<file path="src/hdl/rtt_pkg.sv">
// Shared types and constants of the repeating timer table.
package rtt_pkg;

  typedef enum logic [1:0] {
    ACT_TICK     = 2'd0,
    ACT_ADD      = 2'd1,
    ACT_KILL     = 2'd2,
    ACT_KILL_ALL = 2'd3
  } action_e;

  typedef enum logic [2:0] {
    KIND_ADDED   = 3'd0,
    KIND_KILLED  = 3'd1,
    KIND_CLEARED = 3'd2,
    KIND_FIRED   = 3'd3,
    KIND_IDLE    = 3'd4
  } kind_e;

  // Classified command word as it waits in the queue.
  typedef struct packed {
    action_e     action;
    logic [15:0] elapsed;
    logic        infinite;
    logic [15:0] count;
    logic [30:0] period;
    logic [31:0] target;
  } cmd_t;

  // One timer entry of the table.
  typedef struct packed {
    logic [31:0] id;
    logic        infinite;
    logic [15:0] remaining;
    logic [30:0] period;
    logic [47:0] due;
  } slot_t;

  localparam int MAX_RESULTS = 16;
  localparam int FIRE_IDX_W  = 4;
  localparam int FIRE_CNT_W  = 5;
  localparam logic [30:0] MS_CAP   = 31'h7fff_ffff;
  localparam logic [31:0] ID_FIRST = 32'd1;

endpackage

</file>
<file path="src/hdl/rtt_cmd_queue.sv">
// Front part: classifies incoming commands and holds them in a two-entry queue.
module rtt_cmd_queue
  import rtt_pkg::*;
(
  input  logic        clk_i,
  input  logic        rst_ni,
  input  logic        push_i,
  input  logic [1:0]  action_i,
  input  logic [15:0] elapsed_ms_i,
  input  logic [16:0] repeat_count_i,
  input  logic [30:0] period_ms_i,
  input  logic [31:0] target_id_i,
  output logic        full_o,
  output logic        valid_o,
  output cmd_t        head_o,
  input  logic        pop_i
);

  cmd_t       entry_q [2];
  logic       wr_ptr_q, wr_ptr_d;
  logic       rd_ptr_q, rd_ptr_d;
  logic [1:0] cnt_q, cnt_d;
  cmd_t       cmd;

  always_comb begin
    cmd.action   = action_e'(action_i);
    cmd.elapsed  = elapsed_ms_i;
    // Any negative repeat count means the timer never runs out.
    cmd.infinite = repeat_count_i[16];
    cmd.count    = repeat_count_i[15:0];
    cmd.period   = period_ms_i;
    cmd.target   = target_id_i;
  end

  assign full_o  = (cnt_q == 2'd2);
  assign valid_o = (cnt_q != 2'd0);
  assign head_o  = entry_q[rd_ptr_q];

  always_comb begin
    wr_ptr_d = wr_ptr_q;
    rd_ptr_d = rd_ptr_q;
    cnt_d    = cnt_q;
    if (push_i) begin
      wr_ptr_d = ~wr_ptr_q;
    end
    if (pop_i) begin
      rd_ptr_d = ~rd_ptr_q;
    end
    cnt_d = cnt_q + {1'b0, push_i} - {1'b0, pop_i};
  end

  always_ff @(posedge clk_i or negedge rst_ni) begin
    if (!rst_ni) begin
      wr_ptr_q <= 1'b0;
      rd_ptr_q <= 1'b0;
      cnt_q    <= 2'd0;
    end else begin
      wr_ptr_q <= wr_ptr_d;
      rd_ptr_q <= rd_ptr_d;
      cnt_q    <= cnt_d;
    end
  end

  always_ff @(posedge clk_i) begin
    if (push_i) begin
      entry_q[wr_ptr_q] <= cmd;
    end
  end

endmodule

</file>
<file path="src/hdl/rtt_engine.sv">
// Back part: timer table memory, scan sequencer and result emitter.
module rtt_engine
  import rtt_pkg::*;
#(
  parameter int SLOTS = 16
) (
  input  logic        clk_i,
  input  logic        rst_ni,
  input  logic        cmd_valid_i,
  input  cmd_t        cmd_i,
  output logic        cmd_pop_o,
  output logic        result_valid_o,
  output logic [2:0]  kind_o,
  output logic [31:0] timer_id_o,
  output logic        ok_o,
  output logic [31:0] ms_to_next_o,
  output logic        last_o
);

  localparam int IDX_W = $clog2(SLOTS > 1 ? SLOTS : 2);
  localparam int CNT_W = $clog2(SLOTS + 1);

  typedef enum logic [4:0] {
    ST_IDLE = 5'b00001,
    ST_PREP = 5'b00010,
    ST_RD   = 5'b00100,
    ST_PROC = 5'b01000,
    ST_EMIT = 5'b10000
  } state_e;

  state_e           state_q, state_d;
  cmd_t             cmd_q;
  logic [47:0]      now_q;
  logic [31:0]      next_id_q;
  logic [CNT_W-1:0] n_q, i_q, j_q;
  logic             found_q, full_q;
  logic [30:0]      best_q;
  logic [FIRE_CNT_W-1:0] k_q, e_q;
  logic [31:0]      fire_id_q [MAX_RESULTS];

  slot_t            mem [SLOTS];
  slot_t            rd_q;
  logic             mem_we;
  logic [IDX_W-1:0] mem_wa;
  slot_t            mem_wd;

  logic             is_tick, is_kill;
  logic [47:0]      dd, dn;
  logic             due_hit, match, keep;
  slot_t            upd;

  logic             res_valid_q;
  logic [2:0]       res_kind_q;
  logic [31:0]      res_id_q, res_ms_q;
  logic             res_ok_q, res_last_q;
  logic             emit_last;

  assign is_tick = (cmd_q.action == ACT_TICK);
  assign is_kill = (cmd_q.action == ACT_KILL);

  // Per-slot work of the scan: fire, reschedule, drop and track the earliest due.
  always_comb begin
    upd     = rd_q;
    dd      = rd_q.due - now_q;
    due_hit = is_tick && ((dd == 48'd0) || dd[47]);
    if (due_hit) begin
      if (!rd_q.infinite && (rd_q.remaining != 16'd0)) begin
        upd.remaining = rd_q.remaining - 16'd1;
      end
      upd.due = now_q + {17'd0, rd_q.period};
    end
    match = is_kill && !found_q && (rd_q.id == cmd_q.target);
    if (match) begin
      keep = 1'b0;
    end else if (is_tick) begin
      keep = upd.infinite || (upd.remaining != 16'd0);
    end else begin
      keep = 1'b1;
    end
    dn = upd.due - now_q;
  end

  always_comb begin
    mem_we = 1'b0;
    mem_wa = j_q[IDX_W-1:0];
    mem_wd = upd;
    if (state_q == ST_PREP && cmd_q.action == ACT_ADD && !(n_q == CNT_W'(SLOTS))) begin
      mem_we         = 1'b1;
      mem_wa         = n_q[IDX_W-1:0];
      mem_wd.id       = next_id_q;
      mem_wd.infinite = cmd_q.infinite;
      mem_wd.remaining = cmd_q.count;
      mem_wd.period   = cmd_q.period;
      mem_wd.due      = now_q + {17'd0, cmd_q.period};
    end else if (state_q == ST_PROC && keep) begin
      mem_we = 1'b1;
    end
  end

  always_ff @(posedge clk_i) begin
    if (mem_we) begin
      mem[mem_wa] <= mem_wd;
    end
    rd_q <= mem[i_q[IDX_W-1:0]];
  end

  assign emit_last = (is_tick && k_q != '0) ? (e_q == k_q - FIRE_CNT_W'(1)) : 1'b1;
  assign cmd_pop_o = (state_q == ST_IDLE) && cmd_valid_i;

  always_comb begin
    state_d = state_q;
    unique case (state_q)
      ST_IDLE: if (cmd_valid_i) state_d = ST_PREP;
      ST_PREP: state_d = ST_RD;
      ST_RD:   state_d = (i_q < n_q) ? ST_PROC : ST_EMIT;
      ST_PROC: state_d = ST_RD;
      ST_EMIT: if (emit_last) state_d = ST_IDLE;
      default: state_d = ST_IDLE;
    endcase
  end

  always_ff @(posedge clk_i or negedge rst_ni) begin
    if (!rst_ni) begin
      state_q     <= ST_IDLE;
      now_q       <= 48'd0;
      next_id_q   <= ID_FIRST;
      n_q         <= '0;
      i_q         <= '0;
      j_q         <= '0;
      found_q     <= 1'b0;
      full_q      <= 1'b0;
      best_q      <= MS_CAP;
      k_q         <= '0;
      e_q         <= '0;
      res_valid_q <= 1'b0;
    end else begin
      state_q     <= state_d;
      res_valid_q <= 1'b0;
      unique case (state_q)
        ST_IDLE: begin
        end
        ST_PREP: begin
          i_q     <= '0;
          j_q     <= '0;
          found_q <= 1'b0;
          best_q  <= MS_CAP;
          k_q     <= '0;
          e_q     <= '0;
          full_q  <= 1'b0;
          unique case (cmd_q.action)
            ACT_TICK: now_q <= now_q + {32'd0, cmd_q.elapsed};
            ACT_ADD: begin
              if (n_q == CNT_W'(SLOTS)) begin
                full_q <= 1'b1;
              end else begin
                n_q       <= n_q + CNT_W'(1);
                next_id_q <= next_id_q + 32'd1;
              end
            end
            ACT_KILL: begin
            end
            ACT_KILL_ALL: n_q <= '0;
            default: begin
            end
          endcase
        end
        ST_RD: begin
          if (!(i_q < n_q)) begin
            n_q <= j_q;
          end
        end
        ST_PROC: begin
          i_q <= i_q + CNT_W'(1);
          if (match) begin
            found_q <= 1'b1;
          end
          if (due_hit && k_q < FIRE_CNT_W'(MAX_RESULTS)) begin
            k_q <= k_q + FIRE_CNT_W'(1);
          end
          if (keep) begin
            j_q <= j_q + CNT_W'(1);
            if (dn[47]) begin
              best_q <= 31'd0;
            end else if (dn < {17'd0, best_q}) begin
              best_q <= dn[30:0];
            end
          end
        end
        ST_EMIT: begin
          res_valid_q <= 1'b1;
          e_q         <= e_q + FIRE_CNT_W'(1);
        end
        default: begin
        end
      endcase
    end
  end

  always_ff @(posedge clk_i) begin
    if (state_q == ST_IDLE && cmd_valid_i) begin
      cmd_q <= cmd_i;
    end
    if (state_q == ST_PROC && due_hit && k_q < FIRE_CNT_W'(MAX_RESULTS)) begin
      fire_id_q[k_q[FIRE_IDX_W-1:0]] <= rd_q.id;
    end
    if (state_q == ST_EMIT) begin
      res_last_q <= emit_last;
      res_ms_q   <= (n_q == '0) ? 32'hffff_ffff : {1'b0, best_q};
      unique case (cmd_q.action)
        ACT_ADD: begin
          res_kind_q <= KIND_ADDED;
          res_id_q   <= full_q ? 32'd0 : next_id_q - 32'd1;
          res_ok_q   <= !full_q;
        end
        ACT_KILL: begin
          res_kind_q <= KIND_KILLED;
          res_id_q   <= cmd_q.target;
          res_ok_q   <= found_q;
        end
        ACT_KILL_ALL: begin
          res_kind_q <= KIND_CLEARED;
          res_id_q   <= 32'd0;
          res_ok_q   <= 1'b1;
        end
        default: begin
          res_ok_q <= 1'b1;
          if (k_q == '0) begin
            res_kind_q <= KIND_IDLE;
            res_id_q   <= 32'd0;
          end else begin
            res_kind_q <= KIND_FIRED;
            res_id_q   <= fire_id_q[e_q[FIRE_IDX_W-1:0]];
          end
        end
      endcase
    end
  end

  assign result_valid_o = res_valid_q;
  assign kind_o         = res_kind_q;
  assign timer_id_o     = res_id_q;
  assign ok_o           = res_ok_q;
  assign ms_to_next_o   = res_ms_q;
  assign last_o         = res_last_q;

`ifndef SYNTHESIS
  // The table never holds more timers than it has slots.
  a_fill_bound: assert property (@(posedge clk_i) disable iff (!rst_ni)
    n_q <= CNT_W'(SLOTS))
    else $error("timer count exceeds slots");

  // Compaction writes never overtake the read position.
  a_compact_order: assert property (@(posedge clk_i) disable iff (!rst_ni)
    j_q <= i_q)
    else $error("compaction write ahead of scan");

  // A result strobe follows only an emit cycle.
  a_result_src: assert property (@(posedge clk_i) disable iff (!rst_ni)
    res_valid_q |-> $past(state_q) == ST_EMIT)
    else $error("result without emit");

  // No command is taken while results are still being delivered.
  a_no_pop_emit: assert property (@(posedge clk_i) disable iff (!rst_ni)
    (state_q == ST_EMIT) |-> !cmd_pop_o)
    else $error("command taken during emit");
`endif

endmodule

</file>
<file path="src/hdl/repeating_timer_table_core.sv">
// Top level of the repeating timer table: command queue and table engine.
//
//   Channel   Handshake                         Words
//   command   start_i / busy_o                  action, elapsed, count, period, target
//   result    result_valid_o (one-cycle strobe) kind, timer_id, ok, ms_to_next, last
//
// A command word is taken when start_i is high and busy_o is low; two words can wait in
// the queue while the engine works. The engine handles one word at a time: setup in the
// IDLE and PREP states, then a read state (ST_RD, one memory read) and a process state
// (ST_PROC, process/write) per occupied slot for the table scan, a final ST_RD that
// closes the scan, then ST_EMIT for each result; each result strobe comes in the
// cycle after its emit cycle. Reset clears the time counter, the id counter and the fill
// count; slot contents are not cleared. The receiver cannot stall the result strobe.
module repeating_timer_table_core
  import rtt_pkg::*;
#(
  parameter int TIMER_SLOTS = 16
) (
  input  logic        clk_i,
  input  logic        rst_ni,
  input  logic        start_i,
  output logic        busy_o,
  input  logic [1:0]  action_i,
  input  logic [15:0] elapsed_ms_i,
  input  logic [16:0] repeat_count_i,
  input  logic [30:0] period_ms_i,
  input  logic [31:0] target_id_i,
  output logic        result_valid_o,
  output logic [2:0]  kind_o,
  output logic [31:0] timer_id_o,
  output logic        ok_o,
  output logic [31:0] ms_to_next_o,
  output logic        last_o
);

  logic q_full, q_valid, q_pop;
  cmd_t q_head;

  // The queue is full exactly when no further word may be taken.
  assign busy_o = q_full;

  rtt_cmd_queue u_queue (
    .clk_i          (clk_i),
    .rst_ni         (rst_ni),
    .push_i         (start_i && !q_full),
    .action_i       (action_i),
    .elapsed_ms_i   (elapsed_ms_i),
    .repeat_count_i (repeat_count_i),
    .period_ms_i    (period_ms_i),
    .target_id_i    (target_id_i),
    .full_o         (q_full),
    .valid_o        (q_valid),
    .head_o         (q_head),
    .pop_i          (q_pop)
  );

  rtt_engine #(
    .SLOTS (TIMER_SLOTS)
  ) u_engine (
    .clk_i          (clk_i),
    .rst_ni         (rst_ni),
    .cmd_valid_i    (q_valid),
    .cmd_i          (q_head),
    .cmd_pop_o      (q_pop),
    .result_valid_o (result_valid_o),
    .kind_o         (kind_o),
    .timer_id_o     (timer_id_o),
    .ok_o           (ok_o),
    .ms_to_next_o   (ms_to_next_o),
    .last_o         (last_o)
  );

endmodule
</file>
<file path="config.mk">
export PLATFORM = sky130hd
export DESIGN_NAME = repeating_timer_table_core
export DESIGN_NICKNAME = d
export VERILOG_FILES = /design/src/hdl/rtt_pkg.sv /design/src/hdl/rtt_cmd_queue.sv /design/src/hdl/rtt_engine.sv /design/src/hdl/repeating_timer_table_core.sv
export SDC_FILE = /design/constraint.sdc
export NUM_CORES = 2
export LEC_CHECK = 0
export BUFFER_PORTS_ARGS = -buffer_cell sky130_fd_sc_hd__buf_4
export CAP_MARGIN = 40
export CELL_PAD_IN_SITES_DETAIL_PLACEMENT = 1
export CELL_PAD_IN_SITES_GLOBAL_PLACEMENT = 2
export CORE_ASPECT_RATIO = 0.6
export CORE_UTILIZATION = 25
export CTS_CLUSTER_DIAMETER = 120
export DETAILED_ROUTE_END_ITERATION = 6
export GPL_ROUTABILITY_DRIVEN = 0
export PLACE_DENSITY_LB_ADDON = 0.1
export SYNTH_ARGS = -nofsm -noshare
export SYNTH_HDL_FRONTEND = slang
export SYNTH_SLANG_ARGS = --single-unit
</file>
<file path="constraint.sdc">
create_clock -name clk_i -period 19.75 [get_ports clk_i]
set_clock_uncertainty 0.2 [all_clocks]
set_input_delay 1.975 -clock clk_i [delete_from_list [all_inputs] [get_ports clk_i]]
set_output_delay 1.975 -clock clk_i [all_outputs]
set_load 0.05 [all_outputs]
</file>
## Word level (Yosys, flattened, before mapping)

Memories as Yosys holds them, arrays and structs flattened. A register that Yosys moved wholly into a read port is not among the register bits.
Index checks and enable logic that the tools add are counted.

| word-level totals | value |
|---|---|
| flip-flop bits (word level) | 217 |
| bits in writable memories | 2756 |
| input port bits | 101 |
| output and inout bits | 71 |
| word-level logic and storage cells | 153 |
| memories | 3 |

| cells by class | value |
|---|---|
| $add $sub $neg | 16 |
| order comparisons | 3 |
| equality and inequality tests | 21 |
| multiplexer cells | 46 |
| bitwise gates (word level) | 3 |
| reductions and logical operators | 40 |

Memories:

| name | words | width | rd ports | clocked after memory_dff | wr ports | line | source |
|---|---|---|---|---|---|---|---|
| u_engine.mem | 16 | 128 | 1 | 1 | 1 | rtt_engine.sv:41 | `slot_t mem [SLOTS];` |
| u_engine.fire_id_q | 16 | 32 | 1 | 0 | 1 | rtt_engine.sv:39 | `logic [31:0] fire_id_q [MAX_RESULTS];` |
| u_queue.entry_q | 2 | 98 | 1 | 1 | 1 | rtt_cmd_queue.sv:19 | `cmd_t entry_q [2];` |

Operators with widths:

| operator | count |
|---|---|
| 128-bit 2-to-1 mux | 1 |
| 48-bit by 31-bit adder with 48-bit output | 2 |
| 32-bit 2-to-1 mux | 3 |
| 32-bit one-hot mux with 3 select lines | 1 |
| 48-bit subtractor | 2 |
| 31-bit 2-to-1 mux | 3 |
| 31-bit one-hot mux with 2 select lines | 1 |
| 5-bit one-hot mux with 2 select lines | 6 |
| 48-bit by 16-bit adder with 48-bit output | 1 |
| 48-bit zero test | 1 |
| 48-bit by 31-bit < comparator with 1-bit output | 1 |
| 48-bit 2-to-1 mux | 1 |
| 5-bit 2-to-1 mux | 7 |
| 32-bit by 1-bit adder with 32-bit output, second input constant | 1 |
| 32-bit == test | 1 |
| 16-bit 2-to-1 mux | 2 |
| 16-bit nonzero test | 2 |
| 32-bit by 1-bit subtractor with 32-bit output, second input constant | 1 |
| 5-bit by 1-bit adder with 5-bit output, second input constant | 5 |
| 5-bit one-hot mux with 4 select lines | 1 |
| 16-bit by 1-bit subtractor with 16-bit output, second input constant | 1 |
| 1-bit 2-to-1 mux | 15 |
| 1-bit logical AND | 13 |
| 5-bit == test, second input constant | 2 |
| other kinds (31) | 55 |

## Longest topological paths before layout

| depth | value |
|---|---|
| depth in word-level cells | 14 |
| depth in mapped cells | 47 |
| depth with buffers taken out | 42 |

## By module

Synthesis repeated with hierarchy kept, for this count alone.

| unflattened totals | value |
|---|---|
| cell total of the unflattened synthesis | 7249 |
| area, all modules | 132418.2 um^2 |

Modules (own cells, without submodules):

| module | times used | cells an instance | area an instance (um^2) | seq. area each (um^2) |
|---|---|---|---|---|
| rtt_engine | 1 | 6928 | 125105.0 | 88095.7 |
| rtt_cmd_queue | 1 | 320 | 7299.5 | 5985.7 |
| repeating_timer_table_core | 1 | 1 | 13.8 | 0.0 |

## Worst setup path before layout

OpenSTA, ideal clock, no wires.

| timing | value |
|---|---|
| path kind | reg2reg |
| start point | reg u_engine.now_q[1] |
| end point | mem u_engine.mem[10][0] in the netlist's numbering, enable pin |
| setup time | 0.617 ns |
| arrival | 9.524 ns |
| required time | 18.933 ns |
| setup slack | 9.409 ns |
| stages on the path, launching flop included | 19 |
| clock period less this slack | 10.341 ns |
| cell sequence | dfrtp_1 -> inv_1 -> ha_1 -> nand2b_1 -> a211oi_2 -> o41ai_2 -> a21o_1 -> o21ai_1 -> or3b_1 -> a2111oi_0 -> nor4b_1 -> and4_1 -> a32oi_4 -> nor4_4 -> mux2i_1 -> a41oi_2 -> buf_2 -> a31oi_1 -> nor2_1 |

| between the ends | value |
|---|---|
| word-level cells in the longest chain between the ends | 14 |

RTL lines:

| element | line | source |
|---|---|---|
| start: declaration | rtt_engine.sv:33 | `logic [47:0] now_q;` |
| start signal: assignment | rtt_engine.sv:151 | `ACT_TICK: now_q <= now_q + {32'd0, cmd_q.elapsed};` |
| 48-bit subtractor * | rtt_engine.sv:64 | `dd = rd_q.due - now_q;` |
| 48-bit zero test | rtt_engine.sv:65 | `due_hit = is_tick && ((dd == 48'd0) \|\| dd[47]);` |
| 1-bit logical OR * | rtt_engine.sv:65 |  |
| 1-bit logical AND * | rtt_engine.sv:65 |  |
| 16-bit 2-to-1 mux * | rtt_engine.sv:66 | `if (due_hit) begin` |
| 16-bit nonzero test * | rtt_engine.sv:76 | `keep = upd.infinite \|\| (upd.remaining != 16'd0);` |
| 1-bit logical OR * | rtt_engine.sv:76 |  |
| 1-bit 2-to-1 mux * | rtt_engine.sv:75 | `end else if (is_tick) begin` |
| 1-bit 2-to-1 mux * | rtt_engine.sv:73 | `if (match) begin` |
| 1-bit logical AND * | rtt_engine.sv:95 | `end else if (state_q == ST_PROC && keep) begin` |
| 1-bit 2-to-1 mux * | rtt_engine.sv:95 |  |
| 1-bit 2-to-1 mux * | rtt_engine.sv:87 | `if (state_q == ST_PREP && cmd_q.action == ACT_ADD && !(n_q == CNT_W'(SLOTS))) begin` |
| 1-bit 2-to-1 mux * | rtt_engine.sv:101 | `if (mem_we) begin` |
| 1-bit 2-to-1 mux (implied by the code) * | rtt_engine.sv:102 | `mem[mem_wa] <= mem_wd;` |
| end: declaration | rtt_engine.sv:41 |  |

Every way passes the cells marked *; elsewhere a longest branch is shown, timed or not.

## Worst setup path in the final report

| timing | value |
|---|---|
| start point | reg u_engine.now_q[13] |
| end point | reg u_engine.best_q[2] |

| between the ends | value |
|---|---|
| word-level cells in the longest chain between the ends | 11 |
| elaborated cells on any way between the ends | 20 |

RTL lines:

| element | line | source |
|---|---|---|
| branches (longest 11 deep; another with 48-bit subtractor) | -- |  |
| end signal: assignment | rtt_engine.sv:185 | `best_q <= dn[30:0];` |
| end: declaration | rtt_engine.sv:37 | `logic [30:0] best_q;` |

Parallel ways; which one is timed is not known. The select of a mux whose other input is x is not followed.
A chain may end at the register's enable or synchronous reset.

==> impl_metrics.yaml <==
status:
  outcome: "complete, no violations"
floorplan:
  core_sq_um: 526000
  die_y_um: 566
  start_util: 0.252
  io_pins: 172
  dieWidth_um: 941
  dieArea_sq_um: 533000
  std_cell_rows: 206
clocking:
  clock_path_buffers: 4
  clkTransAtPathRegs_ns: 0.07
  cts_inserted_buffers: 346
  cts_resized: 0
  cts_sinks: 3199
  cts_root_buf: "clkbuf_16"
  clk_latency_ns: 1.01
  post_cts_buffers: 0
  htreeDepth: 5
  cts_tree: "yes"
  postCtsHoldBufs: 0
grt:
  grt-ovfl-total: 0
  grt_max_degree: 119
  track_usage: 0.169
  antenna_found_initial: 39
  grt_pass1_vias: 74800
  grt_pass1_wl_um: 631000
logic_synthesis:
  syn_area_sq_um: 132000
  synth.top_cell.area_share: 0.663
  synthCells: 7283
  async_reset_ff_frac: 0.0463
  yosysWarnings: 0
  ys.flop_type: "edfxtp_1"
  syn_nets: 7615
  synth.area.top_cells: "edfxtp_1 66%, mux4_2 13%, dfrtp_1 2.2%, ha_1 2.1%, dfxtp_1 1.9%"
  synth.avg_cell_area_sq_um: 18.2
  synthTopCellsByCount: "2923 x edfxtp_1, 774 x mux4_2, 476 x nand2_1, 268 x o21ai_0, 261 x clkbuf_1"
  yosysSeqAreaShare: 0.711
  synth_area_leader_cell: "edfxtp_1"
  ys_seq_elements: 3199
  ys_types: 95
  synth.most_common_cell: "edfxtp_1"
  synth-edff-count: 2923
timing:
  worstMarginPinSlew_ns: 1.06
  finalSetupTns_ns: 0
  fin_crit_sh: 0.633
  setup_viol: 0
  fmax_ghz: 0.0800
  maxSlewViolCount: 0
  finalHoldViolCount: 0
  period_minus_slack_ns: 12.49
  worst_slew_margin_rel: 0.291
  grt_setup_unrepaired: "no"
worst_setup_path:
  crit_path_max_incr_delay_ns: 0.58
  reg2reg_slack_ns: 7.26
  arrival_ns: 13.19
  start_kind: "register"
  critPathMostFrequentCell: "a21oi_1"
  worst_setup_path_end_kind: "register"
  crit_type: "register to register"
  slowest_stage: "a2111oi_0"
  path_max_fanout: 31
  crit_required_ns: 20.45
  worst_path_dominant_cell_family: "compound AO/OA/AOI/OAI gates"
  worst-path-buf-inv: 4
power:
  sw_frac_of_total: 0.332
  intPower_w: 0.0145
  p_sw_w: 0.00722
  pwr-share-comb: 0.275
  clock_power_share: 0.312
  vdd_drop_max_uv: 67.3
  power.density_nw_per_um2: 139
  p_seq_frac: 0.412
  p_leak_nw: 49.9
route:
  dr_total_vias: 70900
  drtIter0Drc: 5484
  viasPerCell: 4.69
  postRouteAntennaNets: 0
  dr.pass1.iters: 5
  wl_per_cell_um: 30.3
  drt-total-wl_um: 459000
  drc_errors: 0
cells_and_area:
  syn_to_final_growth_pct: 18.1
  nNetsFinal: 8088
  drive_above_1_share: 0.255
  fin_area_sq_um: 156000
placement:
  io_buffers: 171
  hpwl_um: 293000
  dpl_cell_area_sq_um: 145000
worst_hold_path:
  hp-class: "register to register"
flow_run:
  drv_cap: 0
stage by stage:
step	util	total power [W]	cells	hold slack, ns	setup WS (ns)
global placement	0.272	0.0151	14400	0.290	7.36
floorplan	-	0.0125	7283	0.240	9.41
CTS	0.297	0.0221	15100	0.269	7.39
global route	0.297	0.0228	15100	0.308	6.60
detailed placement	0.275	0.0152	14500	0.289	7.49
finish	0.297	0.0218	15100	0.264	7.26
power by group through the flow:
stage	clock network [W]	registers [W]	logic (W)
floorplan	0	0.00887	0.00361
global placement	0	0.00914	0.00591
detailed placement	0	0.00914	0.00605
CTS	0.00702	0.00900	0.00607
global route	0.00724	0.00902	0.00653
finish	0.00679	0.00897	0.00599
per-layer routing:
metal / GRT usage / routed length, um / up-vias
met1: 0.261 / 234000 / 38900
li1: - / - / 30100
met2: 0.253 / 198000 / 1344
met3: 0.0223 / 17400 / 465
met4: 0.0338 / 9060 / 6
met5: 0 / 40 / -
cell usage in the layout (no fill, tap or decap), types with 32 or more instances in the layout:
cell / n
edfxtp_1: 2923
mux4_2: 774
nand2_1: 476
buf_4: 402
clkbuf_16: 349
o21ai_0: 262
ha_1: 226
nor2_1: 219
a21oi_1: 212
xnor2_1: 204
inv_1: 177
mux2_2: 136
dfxtp_1: 128
dfrtp_1: 106
nor3_1: 86
xor2_1: 86
clkbuf_1: 76
nand3_1: 72
a21o_1: 70
nand2b_1: 61
nand4_1: 56
a211oi_1: 55
clkinv_1: 50
clkinv_2: 49
bufinv_16: 39
nor2b_1: 36
and3_1: 35
a31oi_1: 33
dfstp_2: 33
o21a_1: 32
buf_12: 32
worst paths after layout:
kind | startpoint | to | cells past startpoint
worst min register to register | u_queue.cnt_q[0] | u_engine.state_q[0] | 1
worst min-delay path | u_queue.cnt_q[0] | u_engine.state_q[0] | 1
max in group asynchronous | rst_ni | u_engine.e_q[0] | 3
worst max register to register | u_engine.now_q[13] | u_engine.best_q[2] | 41
worst max-delay path | u_engine.now_q[13] | u_engine.best_q[2] | 41
min in group asynchronous | rst_ni | u_engine.now_q[14] | 1
sequential cells by signal (all words and copies together), names as in the netlist, 31 cells and up:
name	cells
u_engine.fire_id_q	512
u_engine.ms_to_next_o	32
u_engine.now_q	48
u_engine.rd_q	128
u_engine.cmd_q	98
u_engine.best_q	31
u_engine.mem	2048
u_queue.entry_q	196
u_engine.next_id_q	32
u_engine.timer_id_o	32
cells by family after synthesis:
logic type	after synthesis	share of synthesized area
and+or+nand+nor	1217	0.0434
muxes	969	0.149
buffers and inverters	523	0.0152
AOI/OAI and AO/OA	852	0.0405
xor gates and xnor gates	292	0.0193
DFF	3199	0.711
adders and majority gates	231	0.0221
cell type report:
type / instances / area (sq um)
fill: 53600 / 370000
sequential: 3199 / 94100
multi-input combinational: 3561 / 36600
clock buffer: 449 / 9350
tap: 7072 / 8850
timing repair buffer: 468 / 4340
clock inverter: 188 / 2330
inverter: 180 / 678
antenna: 9 / 22.5
(Power assumes the default switching activity.)
